**src/dpl_pkg.sv**
```systemverilog
// ----------------------------------------------------------------------------
// dpl_pkg
// Shared constants, types and state codes of the decimal period core.
// ----------------------------------------------------------------------------
`default_nettype none

package dpl_pkg;

    // sizes
    localparam int MAX_DENOMINATOR = 1024;
    localparam int ADDR_W          = $clog2(MAX_DENOMINATOR);
    localparam int DEN_W           = 10;
    localparam int STEP_W          = 10;
    localparam int EPOCH_W         = 8;
    localparam int TDATA_W         = 16;
    localparam int PROD_W          = DEN_W + 4;
    localparam int PART_W          = DEN_W + 2;

    typedef logic [ADDR_W-1:0]  addr_t;
    typedef logic [DEN_W-1:0]   den_t;
    typedef logic [STEP_W-1:0]  step_t;
    typedef logic [EPOCH_W-1:0] epoch_t;
    typedef logic [TDATA_W-1:0] tdata_t;
    typedef logic [PROD_W-1:0]  prod_t;
    typedef logic [PART_W-1:0]  part_t;

    localparam epoch_t EPOCH_FIRST = epoch_t'(1);
    localparam epoch_t EPOCH_LAST  = '1;
    localparam addr_t  ADDR_LAST   = addr_t'(MAX_DENOMINATOR - 1);

    // one table entry: item tag and step at which the remainder was first seen
    typedef struct packed {
        epoch_t epoch;
        step_t  step;
    } word_t;

    localparam int WORD_W = $bits(word_t);

    // table access request
    typedef struct packed {
        logic  rd_en;
        addr_t rd_addr;
        logic  wr_en;
        addr_t wr_addr;
        word_t wr_data;
    } mem_req_t;

    // finished result offered by the sequencer
    typedef struct packed {
        logic  valid;
        step_t length;
    } result_t;

    typedef enum logic [2:0] {
        ST_CLEAR,
        ST_IDLE,
        ST_READ,
        ST_CHECK,
        ST_DONE
    } state_t;

endpackage

`default_nettype wire

```
**src/dpl_ctrl.sv**
```systemverilog
// ----------------------------------------------------------------------------
// dpl_ctrl
// Remainder sequencer: walks 1, 10 mod d, 100 mod d, ... against the table.
// ----------------------------------------------------------------------------
`default_nettype none

module dpl_ctrl (
    input  wire logic              aclk,
    input  wire logic              aresetn,
    input  wire logic              s_tvalid,
    output logic                   s_tready,
    input  wire dpl_pkg::den_t     den_in,
    input  wire dpl_pkg::word_t    rd_word,
    output dpl_pkg::mem_req_t      mem_req,
    output dpl_pkg::result_t       result,
    input  wire logic              out_free
);

    dpl_pkg::state_t state_reg, state_next;
    dpl_pkg::den_t   d_reg, d_next;
    dpl_pkg::den_t   r_reg, r_next;
    dpl_pkg::step_t  step_reg, step_next;
    dpl_pkg::part_t  part_reg, part_next;
    dpl_pkg::step_t  len_reg, len_next;
    dpl_pkg::epoch_t epoch_reg, epoch_next;
    dpl_pkg::addr_t  clr_reg, clr_next;

    dpl_pkg::prod_t  prod, prod_a, prod_b, d8, d4;
    dpl_pkg::part_t  d2, d1, part_c, part_e;
    dpl_pkg::den_t   rem_new;
    dpl_pkg::step_t  step_inc;
    logic            trivial;
    logic            hit;
    logic            clr_last;

    // first half of r*10 mod d: quotient bits 8 and 4
    assign prod   = (dpl_pkg::prod_t'(r_reg) << 3) + (dpl_pkg::prod_t'(r_reg) << 1);
    assign d8     = dpl_pkg::prod_t'(d_reg) << 3;
    assign d4     = dpl_pkg::prod_t'(d_reg) << 2;
    assign prod_a = (prod >= d8) ? prod - d8 : prod;
    assign prod_b = (prod_a >= d4) ? prod_a - d4 : prod_a;

    // second half: quotient bits 2 and 1
    assign d2      = dpl_pkg::part_t'(d_reg) << 1;
    assign d1      = dpl_pkg::part_t'(d_reg);
    assign part_c  = (part_reg >= d2) ? part_reg - d2 : part_reg;
    assign part_e  = (part_c >= d1) ? part_c - d1 : part_c;
    assign rem_new = part_e[dpl_pkg::DEN_W-1:0];

    assign step_inc = step_reg + dpl_pkg::step_t'(1);
    assign hit      = (rd_word.epoch == epoch_reg);
    assign clr_last = (clr_reg == dpl_pkg::ADDR_LAST);
    assign trivial  = (den_in == '0) || (den_in == dpl_pkg::den_t'(1))
                   || (32'(den_in) >= dpl_pkg::MAX_DENOMINATOR);

    // next state
    always_comb begin
        state_next = state_reg;
        case (state_reg)
            dpl_pkg::ST_CLEAR: begin
                if (clr_last) begin
                    state_next = dpl_pkg::ST_IDLE;
                end
            end
            dpl_pkg::ST_IDLE: begin
                if (s_tvalid) begin
                    state_next = trivial ? dpl_pkg::ST_DONE : dpl_pkg::ST_READ;
                end
            end
            dpl_pkg::ST_READ: begin
                state_next = dpl_pkg::ST_CHECK;
            end
            dpl_pkg::ST_CHECK: begin
                if (hit || rem_new == '0) begin
                    state_next = dpl_pkg::ST_DONE;
                end else begin
                    state_next = dpl_pkg::ST_READ;
                end
            end
            dpl_pkg::ST_DONE: begin
                if (out_free) begin
                    state_next = (epoch_reg == dpl_pkg::EPOCH_LAST) ?
                                 dpl_pkg::ST_CLEAR : dpl_pkg::ST_IDLE;
                end
            end
            default: begin
                state_next = dpl_pkg::ST_CLEAR;
            end
        endcase
    end

    // datapath next values
    always_comb begin
        d_next     = d_reg;
        r_next     = r_reg;
        step_next  = step_reg;
        part_next  = part_reg;
        len_next   = len_reg;
        epoch_next = epoch_reg;
        clr_next   = clr_reg;
        case (state_reg)
            dpl_pkg::ST_CLEAR: begin
                clr_next = clr_reg + dpl_pkg::addr_t'(1);
                if (clr_last) begin
                    epoch_next = dpl_pkg::EPOCH_FIRST;
                end
            end
            dpl_pkg::ST_IDLE: begin
                if (s_tvalid) begin
                    d_next    = den_in;
                    r_next    = dpl_pkg::den_t'(1);
                    step_next = '0;
                    len_next  = '0;
                end
            end
            dpl_pkg::ST_READ: begin
                part_next = prod_b[dpl_pkg::PART_W-1:0];
            end
            dpl_pkg::ST_CHECK: begin
                step_next = step_inc;
                if (hit) begin
                    len_next = step_inc - rd_word.step;
                end else begin
                    r_next = rem_new;
                end
            end
            dpl_pkg::ST_DONE: begin
                if (out_free) begin
                    clr_next = '0;
                    if (epoch_reg != dpl_pkg::EPOCH_LAST) begin
                        epoch_next = epoch_reg + dpl_pkg::epoch_t'(1);
                    end
                end
            end
            default: begin
                clr_next = '0;
            end
        endcase
    end

    // outputs
    always_comb begin
        s_tready              = 1'b0;
        mem_req.rd_en         = 1'b0;
        mem_req.rd_addr       = dpl_pkg::addr_t'(r_reg);
        mem_req.wr_en         = 1'b0;
        mem_req.wr_addr       = dpl_pkg::addr_t'(r_reg);
        mem_req.wr_data.epoch = epoch_reg;
        mem_req.wr_data.step  = step_inc;
        result.valid          = 1'b0;
        result.length         = len_reg;
        case (state_reg)
            dpl_pkg::ST_CLEAR: begin
                mem_req.wr_en   = 1'b1;
                mem_req.wr_addr = clr_reg;
                mem_req.wr_data = '0;
            end
            dpl_pkg::ST_IDLE: begin
                s_tready = 1'b1;
            end
            dpl_pkg::ST_READ: begin
                mem_req.rd_en = 1'b1;
            end
            dpl_pkg::ST_CHECK: begin
                mem_req.wr_en = !hit;
            end
            dpl_pkg::ST_DONE: begin
                result.valid = 1'b1;
            end
            default: begin
                s_tready = 1'b0;
            end
        endcase
    end

    // control registers
    always_ff @(posedge aclk) begin
        if (!aresetn) begin
            state_reg <= dpl_pkg::ST_CLEAR;
            epoch_reg <= '0;
            clr_reg   <= '0;
        end else begin
            state_reg <= state_next;
            epoch_reg <= epoch_next;
            clr_reg   <= clr_next;
        end
    end

    // payload registers
    always_ff @(posedge aclk) begin
        d_reg    <= d_next;
        r_reg    <= r_next;
        step_reg <= step_next;
        part_reg <= part_next;
        len_reg  <= len_next;
    end

endmodule

`default_nettype wire

```
**config.mk**
```make
export PLATFORM = sky130hd
export DESIGN_NAME = dpl_ctrl
export DESIGN_NICKNAME = d
export VERILOG_FILES = /design/src/dpl_pkg.sv /design/src/dpl_ctrl.sv
export SDC_FILE = /design/constraint.sdc
export NUM_CORES = 1
export LEC_CHECK = 0
export BUFFER_PORTS_ARGS = -buffer_cell sky130_fd_sc_hd__buf_4
export CAP_MARGIN = 25
export CORE_UTILIZATION = 55
export CTS_BUF_LIST = sky130_fd_sc_hd__clkbuf_8
export CTS_CLUSTER_DIAMETER = 120
export CTS_CLUSTER_SIZE = 16
export DETAILED_ROUTE_END_ITERATION = 10
export GPL_TIMING_DRIVEN = 0
export PLACE_DENSITY = 0.8
export RECOVER_POWER = 50
export SYNTH_ARGS = -nofsm -noshare
export SYNTH_HDL_FRONTEND = slang
export SYNTH_SLANG_ARGS = --single-unit
```
**constraint.sdc**
```tcl
create_clock -name aclk -period 7.43 [get_ports aclk]
set_input_delay 0.3715 -clock aclk [delete_from_list [all_inputs] [get_ports aclk]]
set_output_delay 0.3715 -clock aclk [all_outputs]
set_load 0.005 [all_outputs]
```
==> results of run 1 <==
## Yosys cell counts (2+ instances only)
library cell	number	share of area, %
nor3_1	14	1.1
o21bai_1	3	0.35
nand2_1	67	4.0
a211oi_1	10	1.2
nor2b_1	10	0.98
nor2_1	73	4.3
o221ai_1	2	0.28
nand3b_1	5	0.59
ha_1	60	12
a31oi_1	3	0.30
mux2i_1	13	2.0
edfxtp_1	51	24
fa_1	6	1.9
a21oi_1	39	3.1
o211ai_1	5	0.59
xnor2_1	38	5.2
o21a_1	6	0.71
and3_1	6	0.59
xor2_1	21	2.9
nand4b_1	3	0.41
a21o_1	15	1.8
buf_1	2	0.12
nor4_1	6	0.59
nand3_1	24	1.9
a41o_1	2	0.32
mux2_2	17	3.0
nand4_1	10	0.98
and2_1	13	1.3
nand2b_1	8	0.79
or3_1	9	0.89
o31ai_1	3	0.35
inv_1	59	3.5
o21ai_0	43	3.4
o211a_1	5	0.79
nor3b_1	5	0.59
o311a_1	2	0.32
o31a_1	3	0.41
clkbuf_1	14	0.83
dfxtp_1	21	6.6
a21boi_0	7	0.83
## stage by stage
step	power, mW	hold WS, ns	util (%)	instances	area, sq um
5_1_grt	0.8416	0.2011	66.99	976	7390
3_5_place_dp	0.4779	0.5015	64.98	956	7168
3_3_place_gp	0.4760	0.4821	64.83	954	7151
4_1_cts	0.8244	0.1756	66.97	972	7387
6_report	0.8229	0.2070	66.99	976	7390
2_1_floorplan	0.4568	0.4669	-	731	6352
## power breakdown
group	switching, mW	internal [mW]	total [mW]
clock	0.165	0.189	0.355
combinational	0.0186	0.0224	0.0410
sequential	0.00129	0.426	0.427
total	0.185	0.638	0.823
## critical path: cells and delay by family, from the launching register on
kind | cells | cell delay (ns)
AND/OR/NAND/NOR | 4 | 0.38
multiplexers | 1 | 0.34
AO/OA/AOI/OAI | 14 | 3.09
XOR/XNOR | 1 | 0.20
flip-flops | 1 | 0.55
adder cells (fa/ha/maj) | 4 | 1.13
buffers and inverters | 4 | 0.76
## logic make-up (layout without fill, tap and decap cells)
kind of cell	Yosys count	after routing
AND/OR/NAND/NOR	258	258
multiplexers	30	30
flip-flops	72	72
buffers and inverters	78	183
XOR/XNOR	59	59
adder cells (fa/ha/maj)	66	66
AO/OA/AOI/OAI	168	168
## worst min path at each step
| stage | from | to | depth (start not counted) |
|---|---|---|---|
| finish | den_in[0] | d_reg[0] | 1 |
| detailed placement | clr_reg[9] | clr_reg[9] | 2 |
| global route | den_in[0] | d_reg[0] | 1 |
| global placement | clr_reg[6] | clr_reg[6] | 2 |
| CTS | den_in[0] | d_reg[0] | 1 |
| floorplan | clr_reg[6] | clr_reg[6] | 2 |
## layout make-up
cell class              count  area, sq um
clock buffers               9        123.9
inverters                  59        221.5
multi-input cells         581         4095
well taps                 140        175.2
fillers                   918         3641
clock inverters             7        95.09
flip-flops and latches     72         1952
plain buffers              19        83.83
repair buffers             89        643.1
## per-layer routing
| layer | up-vias | share of wire, % | routed length, microns | GRT usage [%] |
|---|---|---|---|---|
| met4 | 0 | 3.3 | 554 | 14.76 |
| li1 | 2833 | - | - | - |
| met3 | 35 | 4.8 | 813 | 3.734 |
| met2 | 164 | 49 | 8267 | 50.40 |
| met1 | 2720 | 43 | 7163 | 35.21 |
| met5 | - | 0 | 0 | 0 |
==> results.sh, run 1 <==
export IMPL_worst_slew_pin_slew_ns=0.7681
export IMPL_ys_flop_type="edfxtp_1"
export IMPL_status="finished, final reports clean"
export IMPL_hpwl_microns=13200
export IMPL_ys_warn_count=0
export IMPL_syn_inst=731
export IMPL_synth_top_family_by_area="simple AND/OR/NAND/NOR gates"
export IMPL_fin_crit_ns=6.705
export IMPL_portBuffers=83
export IMPL_yosysUniqueCellTypes=68
export IMPL_hold_buffers=0
export IMPL_worst_ep_arrival_time_ns=6.81
export IMPL_post_place_ws_ns=0.5083
export IMPL_drt_total_wl_microns=16800
export IMPL_clockRootBuffer="clkbuf_8"
export IMPL_viasPerCell=5.893
export IMPL_crit_top_cell="a21oi_1"
export IMPL_grt_max_degree=14
export IMPL_start_util_pct=57.59
export IMPL_r2r_end="part_reg[6]"
export IMPL_endpoint="part_reg[6]"
export IMPL_drt_drc_violations_left=0
export IMPL_async_reset_ff_share_pct=0
export IMPL_die_y_microns=109.5
export IMPL_critPathKind="register to register"
export IMPL_start_kind="register"
export IMPL_cpPeakStageDelay_ns=0.55
export IMPL_tns_ns=0
export IMPL_synth_compound_area_share_pct=17.77
export IMPL_grt_pass1_wl_microns=26830
export IMPL_reg2reg_depth=28
export IMPL_drtIter0Drc=295
export IMPL_crit_path_start="r_reg[0]"
export IMPL_ant_nets=0
export IMPL_h_tree_depth=3
export IMPL_antenna_found_initial=0
export IMPL_synth_seq_cells=72
export IMPL_die_x_microns=109.5
export IMPL_layout_drive_gt1_share_pct=14.95
export IMPL_yosysSeqAreaShare_pct=30.73
export IMPL_reg2reg_slack_ns=0.73
export IMPL_finalMaxSlewViolations=0
export IMPL_synth_area_sq_mm=0.006352
export IMPL_synth_edf_count=51
export IMPL_post_cts_resized=0
export IMPL_slew_limit_headroom_pct=48.79
export IMPL_syn_num_nets=829
export IMPL_cp_required_ns=7.54
export IMPL_nets=929
export IMPL_fin_worst_skew_ns=0.01677
export IMPL_grt_pass1_vias=5662
export IMPL_powerDensity_mw_per_mm2=111.4
export IMPL_final_common_cell="nor2_1"
export IMPL_syn_to_final_growth_pct=16.33
export IMPL_synth_xor_area_share_pct=8.135
export IMPL_clockBufferDepth=2
export IMPL_gp_congestion=0.9264
export IMPL_clkSlewWorstSetupHoldPaths_ns=0.09
export IMPL_rsz0062_at_grt="no"
export IMPL_cp_end_kind="register"
export IMPL_dr_pass1_iters=7
export IMPL_io_pins=84
export IMPL_cts_buffers=9
export IMPL_grt_overflow=0
export IMPL_r2r_start="r_reg[0]"
export IMPL_core_sq_mm=0.01103
export IMPL_vdd_ir_drop_worst_mv=0.1154
export IMPL_cts_tree="done"
export IMPL_min_path_type="input port to register"
export IMPL_num_rows=38
export IMPL_synth_adder_area_share_pct=13.71
export IMPL_cpMaxStageDelayCell="edfxtp_1"
export IMPL_post_cts_buffers=0
export IMPL_setup_viol=0
export IMPL_p_leak_nw=3.207
export IMPL_cts_sinks=72
export IMPL_grtUsageTotal_pct=29.02
export IMPL_largest_register_ffs=11
export IMPL_max_freq_mhz=149.2
export IMPL_synth_simple_area_share_pct=19.80
export IMPL_worstSkewPairLatency_ns=0.37
export IMPL_antennaDiodeCount=0
export IMPL_setup_ws_ns=0.7254
export IMPL_hold_viol_final=0
export IMPL_synthMuxAreaShare_pct=5.062
export IMPL_worstPathMaxFanout=10
export IMPL_dieArea_sq_mm=0.01198
export IMPL_final_cell_mix="nor2_1 (73), nand2_1 (67), ha_1 (60)"
export IMPL_avgRoutedWirePerCell_microns=17.21
export IMPL_avgSynthCellArea_sq_um=8.690
export IMPL_maxCapViolCount=0
export IMPL_detailroute_via_count=5752
export IMPL_fin_crit_sh_pct=90.24
Note: power is estimated with default switching activity, not from simulation.
==> run 2, diff against run 1 <==
--- a/config.mk
+++ b/config.mk
@@ -13,7 +13,7 @@
 export CTS_CLUSTER_SIZE = 16
 export DETAILED_ROUTE_END_ITERATION = 10
 export GPL_TIMING_DRIVEN = 0
-export PLACE_DENSITY = 0.8
+export PLACE_DENSITY = 0.83
 export RECOVER_POWER = 50
 export SYNTH_ARGS = -nofsm -noshare
 export SYNTH_HDL_FRONTEND = slang
==> constraint.sdc (replaced) <==
create_clock -name aclk -period 5.6 [get_ports aclk]
set_input_delay 0.28 -clock aclk [delete_from_list [all_inputs] [get_ports aclk]]
set_output_delay 0.28 -clock aclk [all_outputs]
set_load 0.005 [all_outputs]
==> results.sh, run 2 (synthesis results as in run 1) <==
export IMPL_avgRoutedWirePerCell_microns=17.38
export IMPL_grt_max_degree=14
export IMPL_fin_worst_skew_ns=0.01008
export IMPL_hpwl_microns=13030
export IMPL_hold_start="den_in[0]"
export IMPL_worst_ep_arrival_time_ns=5.78
export IMPL_min_path_type="input port to register"
export IMPL_antennaDiodeCount=0
export IMPL_clockBufferDepth=2
export IMPL_dr_pass1_iters=5
export IMPL_crit_family="compound AO/OA/AOI/OAI gates"
export IMPL_fin_crit_sh_pct=101.2
export IMPL_ant_nets=0
export IMPL_post_place_ws_ns=-1.016
export IMPL_maxCapViolCount=0
export IMPL_cpPeakStageDelay_ns=0.45
export IMPL_setup_viol=10
export IMPL_setup_ws_ns=-0.06607
export IMPL_dieArea_sq_mm=0.01198
export IMPL_viasPerCell=5.979
export IMPL_start_util_pct=57.59
export IMPL_worst_slew_pin_slew_ns=0.9599
export IMPL_grt_pass1_wl_microns=27180
export IMPL_io_pins=84
export IMPL_hold_depth=1
export IMPL_hold_buffers=0
export IMPL_gp_congestion=0.9318
export IMPL_antenna_found_initial=0
export IMPL_violations="setup timing"
export IMPL_reg2reg_depth=26
export IMPL_cp_end_kind="register"
export IMPL_cts_buffers=9
export IMPL_num_rows=38
export IMPL_core_sq_mm=0.01103
export IMPL_worstSkewPairLatency_ns=0.36
export IMPL_cp_required_ns=5.71
export IMPL_reg2reg_slack_ns=-0.07
export IMPL_detailroute_via_count=5961
export IMPL_syn_to_final_growth_pct=21.37
export IMPL_die_y_microns=109.5
export IMPL_powerDensity_mw_per_mm2=133.0
export IMPL_final_common_cell="buf_4"
export IMPL_layout_drive_gt1_share_pct=19.72
export IMPL_die_x_microns=109.5
export IMPL_final_cell_mix="buf_4 (76), nor2_1 (71), nand2_1 (67)"
export IMPL_drt_drc_violations_left=0
export IMPL_portBuffers=83
export IMPL_critPathKind="register to register"
export IMPL_drt_total_wl_microns=17330
export IMPL_drtIter0Drc=404
export IMPL_nets=950
export IMPL_h_tree_depth=3
export IMPL_clockRootBuffer="clkbuf_8"
export IMPL_max_freq_mhz=176.5
export IMPL_final_core_util_pct=69.90
export IMPL_cpMaxStageDelayCell="edfxtp_1"
export IMPL_finalMaxSlewViolations=0
export IMPL_min_to="d_reg[0]"
export IMPL_status="complete, but fails checks"
export IMPL_r2r_end="part_reg[4]"
export IMPL_clkSlewWorstSetupHoldPaths_ns=0.08
export IMPL_start_kind="register"
export IMPL_cts_sinks=72
export IMPL_grt_overflow=0
export IMPL_largest_register_ffs=11
export IMPL_slew_limit_headroom_pct=35.58
export IMPL_grtUsageTotal_pct=29.59
export IMPL_r2r_start="r_reg[0]"
export IMPL_grt_pass1_vias=5657
export IMPL_p_leak_nw=3.356
export IMPL_vdd_ir_drop_worst_mv=0.1311
export IMPL_rsz0062_at_grt="yes"
export IMPL_cts_tree="done"
export IMPL_fin_crit_ns=5.666
export IMPL_worstPathMaxFanout=5
export IMPL_hold_viol_final=0
export IMPL_crit_buf_inv=3
## run 2: cell count changes in the layout (fill, tap and decap cells not counted), moves of 4 or more
cell / previous run / this run
buf_4: 56 / 76
mux2_2: 17 / 9
mux2_4: 0 / 8
o21ai_0: 43 / 36
a21oi_1: 39 / 35
ha_1: 60 / 56
o21ai_1: 1 / 5
## run 2: final cells by class
type,count,area [sq um]
Clock buffer,9,123.9
Tap cell,140,175.2
Clock inverter,7,66.31
Timing Repair Buffer,110,803.3
Inverter,59,221.5
Buffer,19,106.4
Fill cell,860,3321
Sequential cell,72,1952
Multi-Input combinational cell,581,4262
## run 2: stage by stage
step / instances / total power [mW] / hold slack [ns] / instance area, sq um / setup TNS, ns
global route: 997 / 1.056 / 0.1191 / 7710 / -2.204
detailed placement: 956 / 0.6338 / 0.4711 / 7179 / -9.634
finish: 997 / 1.025 / 0.1304 / 7710 / -0.3981
floorplan: 731 / 0.6061 / 0.3789 / 6360 / -0.05344
global placement: 954 / 0.6320 / 0.4701 / 7158 / -7.593
CTS: 992 / 1.027 / 0.1012 / 7646 / -0.9136
## run 2: layer usage
layer	GRT usage (%)	wire, microns	up-vias	part of all wire (%)
met2	50.40	8370	243	48
met1	37.28	7107	2794	41
met4	12.19	659	0	3.8
met5	0	0	-	0
li1	-	-	2873	-
met3	4.742	1193	51	6.9
## run 2: how the worst max path moves through the flow
stage              from            to  slack [ns]  cells after the start
3_3_place_gp   r_reg[0]  part_reg[11]       -0.81                     27
5_1_grt        r_reg[0]   part_reg[6]       -0.25                     26
3_5_place_dp   r_reg[0]  part_reg[11]       -1.02                     27
6_report       r_reg[0]   part_reg[4]       -0.07                     26
2_1_floorplan  r_reg[0]  part_reg[10]      -0.007                     27
4_1_cts        r_reg[2]   part_reg[6]       -0.12                     26
## run 2: repair_timing
item,CTS,global route
gates cloned,2,0
resized for setup,35,15
pin swaps,20,20
setup buffers,18,5
endpoints found under the setup margin,10,11
## run 2: where the power goes
part / internal (mW) / total [mW] / switching (mW) / leakage (nW)
combinational: 0.0297 / 0.0542 / 0.0245 / 2.64
sequential: 0.565 / 0.567 / 0.00173 / 0.622
clock: 0.202 / 0.404 / 0.202 / 0.0978
total: 0.797 / 1.03 / 0.228 / 3.36
==> run 3, diff against run 2 <==
--- a/config.mk
+++ b/config.mk
@@ -13,7 +13,7 @@
 export CTS_CLUSTER_SIZE = 16
 export DETAILED_ROUTE_END_ITERATION = 10
 export GPL_TIMING_DRIVEN = 0
-export PLACE_DENSITY = 0.83
+export PLACE_DENSITY = 0.8
 export RECOVER_POWER = 50
 export SYNTH_ARGS = -nofsm -noshare
 export SYNTH_HDL_FRONTEND = slang
==> constraint.sdc (replaced) <==
create_clock -name aclk -period 6.2 [get_ports aclk]
set_input_delay 0.31 -clock aclk [delete_from_list [all_inputs] [get_ports aclk]]
set_output_delay 0.31 -clock aclk [all_outputs]
set_load 0.005 [all_outputs]
==> results.sh, run 3 (synthesis results as in run 1) <==
export IMPL_worstPathMaxFanout=7
export IMPL_setup_ws_ns=0.2334
export IMPL_worst_slew_pin_slew_ns=0.7635
export IMPL_cpMaxStageDelayCell="edfxtp_1"
export IMPL_grt_pass1_wl_microns=26930
export IMPL_gp_congestion=0.9264
export IMPL_cp_required_ns=6.30
export IMPL_status="finished, final reports clean"
export IMPL_ant_nets=0
export IMPL_worstSkewPairLatency_ns=0.37
export IMPL_design_area_sq_mm=0.007465
export IMPL_detailroute_via_count=5827
export IMPL_worst_ep_arrival_time_ns=6.07
export IMPL_vdd_ir_drop_worst_mv=0.1380
export IMPL_hold_buffers=0
export IMPL_drtIter0Drc=333
export IMPL_max_freq_mhz=167.6
export IMPL_cts_tree="done"
export IMPL_final_common_cell="nor2_1"
export IMPL_setup_viol=0
export IMPL_pwr_share_seq_pct=52.0
export IMPL_nets=934
export IMPL_cp_end_kind="register"
export IMPL_p_leak_nw=3.228
export IMPL_grt_max_degree=14
export IMPL_crit_family="compound AO/OA/AOI/OAI gates"
export IMPL_drt_drc_violations_left=0
export IMPL_fillers=904
export IMPL_fin_crit_sh_pct=96.24
export IMPL_fin_worst_skew_ns=0.01867
export IMPL_post_place_ws_ns=-0.7217
export IMPL_placed_cell_area_sq_mm=0.007168
export IMPL_crit_buf_inv=3
export IMPL_cts_buffers=9
export IMPL_grt_overflow=0
export IMPL_grt_pass1_vias=5684
export IMPL_tns_ns=0
export IMPL_antenna_found_initial=0
export IMPL_start_kind="register"
export IMPL_worst_path_stages=25
export IMPL_avgRoutedWirePerCell_microns=17.24
export IMPL_slew_limit_headroom_pct=49.10
export IMPL_final_core_util_pct=67.67
export IMPL_min_path_type="input port to register"
export IMPL_internal_power_mw=0.7642
export IMPL_clockRootBuffer="clkbuf_8"
export IMPL_hold_ws_ns=0.1452
export IMPL_clkSlewWorstSetupHoldPaths_ns=0.09
export IMPL_swShare_pct=22.34
export IMPL_rsz0062_at_grt="no"
export IMPL_hpwl_microns=13200
export IMPL_placedCellCount=956
export IMPL_syn_to_final_growth_pct=17.51
export IMPL_critPathKind="register to register"
export IMPL_die_y_microns=109.5
export IMPL_powerDensity_mw_per_mm2=131.8
export IMPL_core_sq_mm=0.01103
export IMPL_power_frac_comb_pct=5.0
export IMPL_io_pins=84
export IMPL_hold_depth=1
export IMPL_die_x_microns=109.5
export IMPL_finalMaxSlewViolations=0
export IMPL_largest_register_ffs=11
export IMPL_dieArea_sq_mm=0.01198
export IMPL_clkPwrFrac_pct=43.0
export IMPL_reg2reg_depth=25
export IMPL_final_cell_mix="nor2_1 (72), nand2_1 (67), buf_4 (61)"
export IMPL_final_cell_count_no_fill=981
export IMPL_p_sw_mw=0.2198
export IMPL_h_tree_depth=3
export IMPL_antennaDiodeCount=0
export IMPL_viasPerCell=5.940
export IMPL_num_rows=38
export IMPL_portBuffers=83
export IMPL_dr_pass1_iters=6
export IMPL_clockBufferDepth=2
export IMPL_layout_drive_gt1_share_pct=16.41
export IMPL_start_util_pct=57.59
export IMPL_grtUsageTotal_pct=29.15
export IMPL_power_mw=0.9840
export IMPL_maxCapViolCount=0
export IMPL_fin_crit_ns=5.967
export IMPL_hold_viol_final=0
export IMPL_cts_sinks=72
export IMPL_drt_total_wl_microns=16910
export IMPL_cpPeakStageDelay_ns=0.48
-- run 3: timing repair --
item,CTS,global route
endpoints found under the hold margin,0,0
gates resized for setup,4,14
pin swaps,1,5
endpoints found under the setup margin,10,10
buffers inserted,5,3
-- run 3: worst paths after layout --
path | startpoint | end | slack (ns)
hold reg to reg | clr_reg[9] | clr_reg[9] | 0.51
setup reg to reg | r_reg[1] | part_reg[6] | 0.23
hold / removal | den_in[0] | d_reg[0] | 0.15
setup / recovery | r_reg[1] | part_reg[6] | 0.23
-- run 3: area by class of cell --
type | count | area, sq um | share of cell area (%)
buffer | 19 | 87.58 | 1.173
clock buffer | 9 | 123.9 | 1.659
clock inverter | 7 | 95.09 | 1.274
inverter | 59 | 221.5 | 2.967
multi-input combinational | 581 | 4136 | 55.41
sequential | 72 | 1952 | 26.15
tap | 140 | 175.2 | 2.347
timing repair buffer | 94 | 673.1 | 9.018
-- run 3: layer usage --
layer  global-route usage (%)  vias to the layer above  part of all wire, %
met5                        0                        -                    0
met4                    14.76                        0                  3.6
met3                    3.734                       39                  4.7
met2                    50.67                      175                   49
met1                    35.37                     2767                   43
li1                         -                     2846                    -
-- run 3: worst register-to-register path, delay by kind of cell (launching register included) --
family / cells / cell delay (ns)
mux: 2 / 0.70
compound gates: 13 / 2.40
xor+xnor: 1 / 0.15
flops: 1 / 0.48
simple gates: 3 / 0.37
buf+inv: 3 / 0.49
fa+ha+maj: 3 / 1.11
-- run 3: power by group through the flow --
stage          logic, mW  clock network (mW)  registers, mW
6_report          0.0491               0.423          0.512
5_1_grt           0.0546               0.442          0.512
4_1_cts           0.0500               0.426          0.512
3_5_place_dp      0.0498                   0          0.523
3_3_place_gp      0.0476                   0          0.523
2_1_floorplan     0.0248                   0          0.523
